===== config.mk =====
export PLATFORM = sky130hd
export DESIGN_NAME = hct_front
export DESIGN_NICKNAME = d
export VERILOG_FILES = /design/src/rtl/hct_pkg.sv /design/src/rtl/hct_front.sv
export SDC_FILE = /design/constraint.sdc
export NUM_CORES = 1
export LEC_CHECK = 0
export ABC_CLOCK_PERIOD_IN_PS = 7890
export BUFFER_PORTS_ARGS = -buffer_cell sky130_fd_sc_hd__buf_2
export CORE_ASPECT_RATIO = 1.5
export CORE_MARGIN = 2
export CORE_UTILIZATION = 52
export CTS_CLUSTER_DIAMETER = 150
export CTS_CLUSTER_SIZE = 20
export DETAILED_ROUTE_END_ITERATION = 16
export GPL_TIMING_DRIVEN = 0
export PLACE_DENSITY = 0.78
export SYNTH_ARGS = -nofsm -noshare
export SYNTH_HDL_FRONTEND = slang
export SYNTH_SLANG_ARGS = --single-unit
export TNS_END_PERCENT = 5

===== constraint.sdc =====
create_clock -name clk -period 7.89 [get_ports clk]
set_input_delay 1.578 -clock clk [delete_from_list [all_inputs] [get_ports clk]]
set_output_delay 1.578 -clock clk [all_outputs]
set_load 0.05 [all_outputs]

===== src/rtl/hct_pkg.sv =====
// ============================================================================
// hct_pkg
// Shared constants, payload types and fixed-point helpers for the HSV tint
// pipeline.
// ============================================================================
package hct_pkg;

    localparam int FRAC_BITS   = 12;
    localparam int Q_W         = FRAC_BITS + 1;
    localparam int ONE         = 1 << FRAC_BITS;
    localparam int HALF        = 1 << (FRAC_BITS - 1);
    localparam int TURN        = 6 * ONE;
    localparam int H_W         = $clog2(TURN);
    localparam int IDX_W       = 17;
    localparam int OUT_IDX_W   = 16;
    localparam int ADJ_W       = 16;
    localparam int CNT_W       = 17;
    localparam int MAX_RECORDS = 65536;
    localparam int LIM_W       = $clog2(MAX_RECORDS + 1);
    localparam int CMP_W       = (LIM_W > CNT_W) ? LIM_W : CNT_W;
    localparam int DVD_W       = 2 * FRAC_BITS + 1;
    localparam int PROD_W      = 32;
    localparam int MUL_W       = 2 * Q_W;
    localparam int ADDR_W      = 3;
    localparam int DATA_W      = 32;

    localparam int FRONT_STAGES = 2;
    localparam int DIV_STAGES   = Q_W;
    localparam int ADJ_STAGES   = 2;
    localparam int RGB_STAGES   = 4;
    localparam int N_STAGES     = FRONT_STAGES + DIV_STAGES + ADJ_STAGES + RGB_STAGES;

    localparam logic [Q_W-1:0] ONE_Q  = Q_W'(ONE);
    localparam logic [0:0]     REG_RECORD_COUNT = 1'b0;

    typedef enum logic [2:0] {
        SECT_RED     = 3'd0,
        SECT_YELLOW  = 3'd1,
        SECT_GREEN   = 3'd2,
        SECT_CYAN    = 3'd3,
        SECT_BLUE    = 3'd4,
        SECT_MAGENTA = 3'd5
    } sector_t;

    // Fields that ride along to the output stage; alpha is scaled by record_alpha in the front end
    typedef struct packed {
        logic [OUT_IDX_W-1:0] index;
        logic                 skipped;
        logic                 enable;
        logic [Q_W-1:0]       red;
        logic [Q_W-1:0]       green;
        logic [Q_W-1:0]       blue;
        logic [Q_W-1:0]       alpha;
    } pass_t;

    // Sideband alongside the divider lanes
    typedef struct packed {
        pass_t                    pass;
        logic signed [ADJ_W-1:0]  sat_adj;
        logic                     sat_add;
        logic signed [ADJ_W-1:0]  val_adj;
        logic                     val_add;
        logic [FRAC_BITS-1:0]     hue_sh;
        logic [H_W-1:0]           base;
        logic                     neg;
        logic [Q_W-1:0]           value;
    } side_t;

    typedef struct packed {
        pass_t          pass;
        logic [H_W-1:0] hue;
        logic [Q_W-1:0] sat;
        logic [Q_W-1:0] value;
    } hsv_t;

    typedef struct packed {
        logic [OUT_IDX_W-1:0] index;
        logic                 skipped;
        logic [Q_W-1:0]       red;
        logic [Q_W-1:0]       green;
        logic [Q_W-1:0]       blue;
        logic [Q_W-1:0]       alpha;
    } result_t;

    function automatic logic [Q_W-1:0] clamp_unit(input logic [Q_W-1:0] x);
        return (x > ONE_Q) ? ONE_Q : x;
    endfunction

    function automatic logic [Q_W-1:0] sat_unit(input logic signed [PROD_W-1:0] x);
        logic [Q_W-1:0] r;
        if (x < 0)
            r = '0;
        else if (x > ONE)
            r = ONE_Q;
        else
            r = x[Q_W-1:0];
        return r;
    endfunction

    // rounded Q product, zero when the raw product is not positive
    function automatic logic signed [PROD_W-1:0] qmul_pos(
        input logic signed [PROD_W-1:0] p);
        logic signed [PROD_W-1:0] r;
        if (p <= 0)
            r = '0;
        else
            r = (p + PROD_W'(HALF)) >>> FRAC_BITS;
        return r;
    endfunction

    function automatic logic [Q_W-1:0] round_q(input logic [MUL_W-1:0] p);
        logic [MUL_W-1:0] t;
        t = p + MUL_W'(HALF);
        return t[FRAC_BITS +: Q_W];
    endfunction

endpackage


===== src/rtl/hct_front.sv =====
// ============================================================================
// hct_front
// Input capture, range check, max/min search and divider operand setup.
// ============================================================================
module hct_front (
    input  logic                                    clk,
    input  logic [1:0]                              en,
    input  logic [hct_pkg::CNT_W-1:0]               record_count,
    input  logic signed [hct_pkg::IDX_W-1:0]        record_index,
    input  logic [hct_pkg::Q_W-1:0]                 channel_red,
    input  logic [hct_pkg::Q_W-1:0]                 channel_green,
    input  logic [hct_pkg::Q_W-1:0]                 channel_blue,
    input  logic [hct_pkg::Q_W-1:0]                 channel_alpha,
    input  logic                                    adjust_enable,
    input  logic signed [hct_pkg::ADJ_W-1:0]        hue_shift,
    input  logic signed [hct_pkg::ADJ_W-1:0]        sat_adjust,
    input  logic                                    sat_additive,
    input  logic signed [hct_pkg::ADJ_W-1:0]        val_adjust,
    input  logic                                    val_additive,
    input  logic [hct_pkg::Q_W-1:0]                 record_alpha,
    output hct_pkg::side_t                          side,
    output logic [hct_pkg::DVD_W-1:0]               dvd_hue,
    output logic [hct_pkg::Q_W-1:0]                 den_hue,
    output logic [hct_pkg::DVD_W-1:0]               dvd_sat,
    output logic [hct_pkg::Q_W-1:0]                 den_sat
);

    typedef struct packed {
        hct_pkg::pass_t                          pass;
        logic [hct_pkg::Q_W-1:0]                 record_alpha;
        logic signed [hct_pkg::ADJ_W-1:0]        sat_adj;
        logic                                    sat_add;
        logic signed [hct_pkg::ADJ_W-1:0]        val_adj;
        logic                                    val_add;
        logic [hct_pkg::FRAC_BITS-1:0]           hue_sh;
    } capture_t;

    capture_t                        cap_next;
    capture_t                        cap_reg;
    logic [hct_pkg::CMP_W-1:0]       limit;
    logic [hct_pkg::CMP_W-1:0]       rc_ext;

    hct_pkg::side_t                  side_next;
    hct_pkg::side_t                  side_reg;
    logic [hct_pkg::DVD_W-1:0]       dvd_hue_next, dvd_hue_reg;
    logic [hct_pkg::DVD_W-1:0]       dvd_sat_next, dvd_sat_reg;
    logic [hct_pkg::Q_W-1:0]         den_hue_next, den_hue_reg;
    logic [hct_pkg::Q_W-1:0]         den_sat_next, den_sat_reg;
    logic [hct_pkg::Q_W-1:0]         mx, mn, delta, abs_diff;
    logic signed [hct_pkg::Q_W:0]    diff;
    logic [hct_pkg::H_W-1:0]         base;
    logic [hct_pkg::MUL_W-1:0]       alpha_prod;

    // Stage 0: clamp colors, check the index against the record bound
    always_comb
    begin
        rc_ext = hct_pkg::CMP_W'(record_count);
        limit  = (rc_ext > hct_pkg::CMP_W'(hct_pkg::MAX_RECORDS))
               ? hct_pkg::CMP_W'(hct_pkg::MAX_RECORDS) : rc_ext;
        cap_next.pass.index   = record_index[hct_pkg::OUT_IDX_W-1:0];
        cap_next.pass.skipped = record_index[hct_pkg::IDX_W-1]
            || (hct_pkg::CMP_W'(record_index[hct_pkg::OUT_IDX_W-1:0]) >= limit);
        cap_next.pass.enable  = adjust_enable;
        cap_next.pass.red     = hct_pkg::clamp_unit(channel_red);
        cap_next.pass.green   = hct_pkg::clamp_unit(channel_green);
        cap_next.pass.blue    = hct_pkg::clamp_unit(channel_blue);
        cap_next.pass.alpha   = hct_pkg::clamp_unit(channel_alpha);
        cap_next.record_alpha = hct_pkg::clamp_unit(record_alpha);
        cap_next.sat_adj      = sat_adjust;
        cap_next.sat_add      = sat_additive;
        cap_next.val_adj      = val_adjust;
        cap_next.val_add      = val_additive;
        cap_next.hue_sh       = hue_shift[hct_pkg::FRAC_BITS-1:0];
    end

    always_ff @(posedge clk)
    begin
        if (en[0])
            cap_reg <= cap_next;
    end

    // Stage 1: max/min, hue sector, divider operands, alpha product
    always_comb
    begin
        mx = cap_reg.pass.red;
        mn = cap_reg.pass.red;
        if (cap_reg.pass.green > mx) mx = cap_reg.pass.green;
        if (cap_reg.pass.blue  > mx) mx = cap_reg.pass.blue;
        if (cap_reg.pass.green < mn) mn = cap_reg.pass.green;
        if (cap_reg.pass.blue  < mn) mn = cap_reg.pass.blue;
        delta = mx - mn;

        if (cap_reg.pass.red == mx)
        begin
            diff = $signed({1'b0, cap_reg.pass.green}) - $signed({1'b0, cap_reg.pass.blue});
            base = '0;
        end
        else if (cap_reg.pass.green == mx)
        begin
            diff = $signed({1'b0, cap_reg.pass.blue}) - $signed({1'b0, cap_reg.pass.red});
            base = hct_pkg::H_W'(2 * hct_pkg::ONE);
        end
        else
        begin
            diff = $signed({1'b0, cap_reg.pass.red}) - $signed({1'b0, cap_reg.pass.green});
            base = hct_pkg::H_W'(4 * hct_pkg::ONE);
        end
        abs_diff = diff[hct_pkg::Q_W] ? hct_pkg::Q_W'(-diff) : diff[hct_pkg::Q_W-1:0];

        // Zero denominators only occur with zero numerators; divide by one then
        den_hue_next = (delta == '0) ? hct_pkg::Q_W'(1) : delta;
        den_sat_next = (mx == '0) ? hct_pkg::Q_W'(1) : mx;
        dvd_hue_next = (hct_pkg::DVD_W'(abs_diff) << hct_pkg::FRAC_BITS)
                     + hct_pkg::DVD_W'(delta >> 1);
        dvd_sat_next = (hct_pkg::DVD_W'(delta) << hct_pkg::FRAC_BITS)
                     + hct_pkg::DVD_W'(mx >> 1);

        alpha_prod = hct_pkg::MUL_W'(cap_reg.pass.alpha)
                   * hct_pkg::MUL_W'(cap_reg.record_alpha);

        side_next.pass       = cap_reg.pass;
        side_next.pass.alpha = hct_pkg::round_q(alpha_prod);
        side_next.sat_adj    = cap_reg.sat_adj;
        side_next.sat_add    = cap_reg.sat_add;
        side_next.val_adj    = cap_reg.val_adj;
        side_next.val_add    = cap_reg.val_add;
        side_next.hue_sh     = cap_reg.hue_sh;
        side_next.base       = base;
        side_next.neg        = diff[hct_pkg::Q_W];
        side_next.value      = mx;
    end

    always_ff @(posedge clk)
    begin
        if (en[1])
        begin
            side_reg    <= side_next;
            dvd_hue_reg <= dvd_hue_next;
            den_hue_reg <= den_hue_next;
            dvd_sat_reg <= dvd_sat_next;
            den_sat_reg <= den_sat_next;
        end
    end

    assign side    = side_reg;
    assign dvd_hue = dvd_hue_reg;
    assign den_hue = den_hue_reg;
    assign dvd_sat = dvd_sat_reg;
    assign den_sat = den_sat_reg;

endmodule


# Word level (Yosys, flattened, before mapping)
# Cells that the tools add are included.
[totals] ff_bits=350 out_inout_bits=221 wordCells=66
[classes] n_addsub=8 multipliers=1 order_cmp=11 n_eq_ne=2 n_mux=9 reduce_logical=3
[ops] cell="13-bit > comparator (second input constant)" n=5
[ops] cell="13-bit two-way mux" n=5
[ops] cell="25-bit by 12-bit adder with 25-bit output" n=2
[ops] cell="13-bit by 13-bit subtractor with 14-bit output" n=3
[ops] cell="14-bit two-way mux" n=2
[ops] cell="13-bit equality test" n=2
[ops] cell="13-bit > comparator" n=2
[ops] cell="13-bit zero test" n=2
[ops] cell="13-bit less-than comparator" n=2
[ops] cell="25-bit by 12-bit adder with 25-bit output (second input constant)" n=1
[ops] cell="13-bit by 13-bit multiplier with 25-bit output" n=1
[ops] cell="16-bit by 17-bit greater-or-equal comparator with 1-bit output" n=1
[ops] cell="17-bit > comparator (second input constant)" n=1
[ops] cell="17-bit two-way mux" n=1
[ops] cell="15-bit two-way mux" n=1
[ops] cell="13-bit negation" n=1
[ops] cell="13-bit subtractor" n=1
[ops] cell="1-bit logical OR" n=1

# Longest topological paths before layout
[logic_depth] depth_word=10 ltp_mapped=39 ltp_nobuf=32

# Worst setup path before layout
# No wires, ideal clock.
[synth_path] path_kind="flip-flop to flip-flop" startpoint="reg cap_reg[99] in the netlist's numbering" endpoint="reg den_hue_reg (netlist bit den_hue[0]) (data pin)" t_arrival_ns=7.892 required_time_ns=7.710 setup_slack_ns=-0.182 stages_incl_launch_ff=38 path_buffers=8 synth_period_minus_slack_ns=8.072 path_cell_list="edfxtp_1 > clkbuf_1 > inv_1 > fa_1 > nand2b_1 > a211o_1 > a31o_1 > buf_4 > nand2_1 > buf_2 > buf_1 > a21oi_1 > ha_1 > and3_1 > and3_1 > nand2_1 > a21oi_1 > o22ai_2 > [2 not listed] > o21ai_4 > buf_6 > clkbuf_1 > buf_1 > nand3_1 > o21ai_0 > ha_1 > inv_1 > o31ai_1 > o32ai_1 > a21oi_1 > a32oi_1 > a21o_1 > xnor2_1 > or4_1 > or4b_1 > a2111o_1 > o41ai_2"
[synth_between] elab_chain_len=6
[synth_lines] item="from (decl)" line="hct_front.sv:39" rtl="capture_t cap_reg;"
[synth_lines] item="from (signal assigned)" line="hct_front.sv:79" rtl="cap_reg <= cap_next;"
[synth_lines] item="13-bit > comparator / 13-bit less-than comparator (equally long branches)" line="hct_front.sv:87, hct_front.sv:89"
[synth_lines] item="13-bit two-way mux, on equally long branches" line="hct_front.sv:87, hct_front.sv:89"
[synth_lines] item="13-bit > comparator / 13-bit less-than comparator (equally long branches)" line="hct_front.sv:88, hct_front.sv:90"
[synth_lines] item="13-bit two-way mux, on equally long branches" line="hct_front.sv:88, hct_front.sv:90"
[synth_lines] item="13-bit subtractor (*)" line="hct_front.sv:91" rtl="delta = mx - mn;"
[synth_lines] item="via delta (one bit)" line="hct_front.sv:49" rtl="logic [hct_pkg::Q_W-1:0] mx, mn, delta, abs_diff;"
[synth_lines] item="13-bit zero test (*)" line="hct_front.sv:111" rtl="den_hue_next = (delta == '0) ? hct_pkg::Q_W'(1) : delta;"
[synth_lines] item="to (signal assigned)" line="hct_front.sv:139" rtl="den_hue_reg <= den_hue_next;"
[synth_lines] item="to (decl)" line="hct_front.sv:47" rtl="logic [hct_pkg::Q_W-1:0] den_hue_next, den_hue_reg;"
# The timed path passes the listed nets; every way through them passes the cells marked *.
# A chain may end at the register's enable or synchronous reset.

# Final worst setup path
[layout_path] startpoint="reg cap_reg[85] in the netlist's numbering" endpoint="reg dvd_hue_reg (netlist bit dvd_hue[24]) (data pin)"
[layout_between] elab_chain_len=10
[layout_lines] item="13-bit > comparator" line="hct_front.sv:87" rtl="if (cap_reg.pass.green > mx) mx = cap_reg.pass.green;"
[layout_lines] item="13-bit two-way mux" line="hct_front.sv:87"
[layout_lines] item="13-bit > comparator" line="hct_front.sv:88" rtl="if (cap_reg.pass.blue > mx) mx = cap_reg.pass.blue;"
[layout_lines] item="13-bit two-way mux" line="hct_front.sv:88"
[layout_lines] item="13-bit equality test" line="hct_front.sv:98" rtl="else if (cap_reg.pass.green == mx)"
[layout_lines] item="14-bit two-way mux" line="hct_front.sv:98"
[layout_lines] item="14-bit two-way mux (*)" line="hct_front.sv:93" rtl="if (cap_reg.pass.red == mx)"
[layout_lines] item="13-bit negation" line="hct_front.sv:108" rtl="abs_diff = diff[hct_pkg::Q_W] ? hct_pkg::Q_W'(-diff) : diff[hct_pkg::Q_W-1:0];"
[layout_lines] item="13-bit two-way mux (*)" line="hct_front.sv:108"
[layout_lines] item="via abs_diff (one bit)" line="hct_front.sv:49"
[layout_lines] item="25-bit by 12-bit adder with 25-bit output (*)" line="hct_front.sv:114" rtl="+ hct_pkg::DVD_W'(delta >> 1);"
[layout_lines] item="to (signal assigned)" line="hct_front.sv:138" rtl="dvd_hue_reg <= dvd_hue_next;"
[layout_lines] item="to (decl)" line="hct_front.sv:45" rtl="logic [hct_pkg::DVD_W-1:0] dvd_hue_next, dvd_hue_reg;"
# Marks and branches as above.

==> flow_summary.yaml <==
timing:
  fin_crit_sh_pct: 98.0
  setup_viol_count_final: 0
  finalHoldViolations: 0
  fmaxAchievable_mhz: 129
  slew_headroom_pct: 44.1
  fin_skew_ns: 0.0229
  finalMaxSlewViolations: 0
  tightest_slew_ns: 0.814
  min_period_ns: 7.73
  grt_setup_unrepaired: "true"
finish:
  largest_reg_flops: 131
  final_cell_mix: "buf_2 (360), edfxtp_1 (313), nand2_1 (201)"
  drive_gt1_share_pct: 24.6
  nets: 2757
  area_delta_synth_final_pct: 17.3
  fin_area_um2: 25000
  final_common_cell: "buf_2"
worst_setup_path:
  arrival_ns: 8.02
  path_buf_inv: 6
  cp-end-kind: "register"
  crit_required_ns: 8.18
  cp_top_family: "compound AO/OA/AOI/OAI gates"
  crit_type: "reg -> reg"
  cp-start-kind: "register"
  critPathSlowestCell: "a2111oi_0"
  cp_num_cells: 27
  crit_fanout: 10
  reg2reg_depth: 27
  cp_slowest_stage_delay_ns: 0.66
placed_design:
  gp_congestion: 0.984
  postPlaceCellArea_um2: 23800
  numPortBuffers: 356
  dp_hpwl_um: 48100
synthesis:
  ys_ff_latch: 313
  synth_edf_count: 313
  syn_avg_cell_area_um2: 11.3
  synth_cell_types: 90
  ys.flop_type: "edfxtp_1"
  yosysWarnings: 0
  synthCells: 1879
  synth_seq_area_share_pct: 44.1
  async_flop_share_pct: 0
  syn_area_um2: 21300
floorplan:
  start_util_pct: 52.8
  dieArea_um2: 42600
  die_y_um: 252
  core_um2: 40300
  ios: 374
  rows: 90
  die_x_um: 169
clock_network:
  clockRootBuffer: "clkbuf_16"
  clock_latency_ns: 0.55
  cts_buffers: 19
  h-tree-depth: 1
  cts_tree: "done"
  path_clk_slew_ns: 0.08
  cts_buffer_depth: 3
  clock-sinks: 313
pwr:
  finalPower_mw: 9.04
  p_clk_share_pct: 10.5
  p_switching_mw: 4.18
  power_frac_seq_pct: 27.5
  p_leak_nw: 11.1
  vdd_drop_max_v: 0.000349
  netSwitchingFraction_pct: 46.3
  intPower_mw: 4.86
  p_per_area_nw_per_um2: 362
  pwr-share-comb_pct: 62.0
min_path:
  hold_path.class: "reg -> reg"
  min_path_cells: 0
routing:
  drt_iter0_markers: 1049
  post_drt_via_cell_ratio: 5.71
  vias: 16134
  dr.pass1.iters: 6
  drt_drc_violations_left: 0
  detail-route-antenna-nets: 0
  wl_per_cell_um: 21.8
  wl_um: 61600
flow_run:
  drv_cap: 0
global_route:
  overflow: 0
  grt.total_usage_pct: 28.3
  antenna_found_initial: 1
  grt_max_degree: 115
  grt_pass1_vias: 16805
  grt_pass1_wl_um: 92000
status:
  status: "finished, final reports clean"
==> repair_timing <==
| item | CTS | global route |
|---|---|---|
| buffers inserted | 29 | 18 |
| cloned | 1 | 0 |
| hold buffers | 0 | 0 |
| pin swaps | 15 | 9 |
| setup endpoints to repair | 38 | 8 |
| gates resized for setup | 60 | 21 |
==> Yosys cell counts (all sizes together) (56+ instances only) <==
cell type	instances	area share [%]
a21oi	78	1.9
and2	68	2.0
buf	56	1.9
edfxtp	313	44
fa	123	12
ha	164	9.6
inv	204	3.6
nand2	204	3.6
nor2	77	1.4
nor2b	74	2.2
o21ai	57	1.4
xnor2	58	2.4
==> worst register-to-register path: stages (launching register included) <==
cell and delay, ns:
edfxtp_1 0.45, ha_2 0.22, fa_2 0.37, nand2b_4 0.16, a211o_4 0.36, a31o_1 0.19, buf_6 0.16, nand2_4 0.11
buf_6 0.15, buf_8 0.14, buf_4 0.11, nor2_1 0.05, a21oi_1 0.32, ha_1 0.22, nor3b_1 0.44, o22a_1 0.36
nor2_1 0.13, clkbuf_1 0.30, a21oi_1 0.26, o22ai_1 0.15, a2111oi_0 0.66, nand4_1 0.25, a2111oi_4 0.50, buf_4 0.31
mux2_2 0.39, nor4_1 0.37, a41oi_1 0.20, xnor2_1 0.16
==> metal layers <==
layer / share of wire (%) / GRT usage [%]
met5: 0 / 0
met4: 6.8 / 16.9
met3: 6.0 / 4.53
met2: 53 / 52.4
met1: 34 / 30.0
==> path summary, 6_finish.rpt <==
path                             start               endpoint  slack (ns)
max          cap_reg[85]$_SDFFCE_PN0P_  dvd_hue[24]$_DFFE_PP_        0.16
min              cap_reg[43]$_DFFE_PP_     side[72]$_DFFE_PP_        0.42
max reg2reg  cap_reg[85]$_SDFFCE_PN0P_  dvd_hue[24]$_DFFE_PP_        0.16
min reg2reg      cap_reg[43]$_DFFE_PP_     side[72]$_DFFE_PP_        0.42
==> power by group through the flow <==
| stage | combinational [mW] | sequential [mW] | clock [mW] |
|---|---|---|---|
| after CTS | 5.59 | 2.49 | 0.975 |
| final | 5.60 | 2.49 | 0.952 |
| after detailed placement | 5.42 | 2.54 | 0 |
| after floorplan | 3.29 | 3.18 | 0 |
| after global routing | 6.15 | 2.51 | 1.02 |
| after global placement | 5.25 | 2.53 | 0 |
==> cell type report <==
cell class | count | area (µm²)
Fill cell | 3277 | 15300
Multi-Input combinational cell | 1268 | 10800
Sequential cell | 313 | 9400
Timing Repair Buffer | 406 | 2220
Inverter | 205 | 774
Buffer | 104 | 646
Tap cell | 506 | 633
Clock buffer | 19 | 475
Clock inverter | 2 | 17.5
Antenna cell | 1 | 2.50
==> cells by family after synthesis <==
kind of cell    share of synthesized area, %
simple gates                            12.2
flops                                   44.1
buf+inv                                 6.36
compound gates                          9.67
fa+ha+maj                               21.3
xor+xnor                                3.70
mux                                     2.59
other cells                           0.0176
==> through the flow <==
stage	setup TNS [ns]	setup WS [ns]	hold WS, ns	util [%]	cells
final	0	0.160	0.421	62.0	2824
after global routing	-0.112	-0.0718	0.427	62.0	2824
after CTS	0	0.00692	0.420	61.4	2805
after detailed placement	-31.85	-2.08	0.405	59.1	2755
after global placement	-30.47	-1.97	0.400	58.9	2753
after floorplan	0	0.0430	0.400	-	1891
No activity file was read; power rests on OpenSTA's default activity.
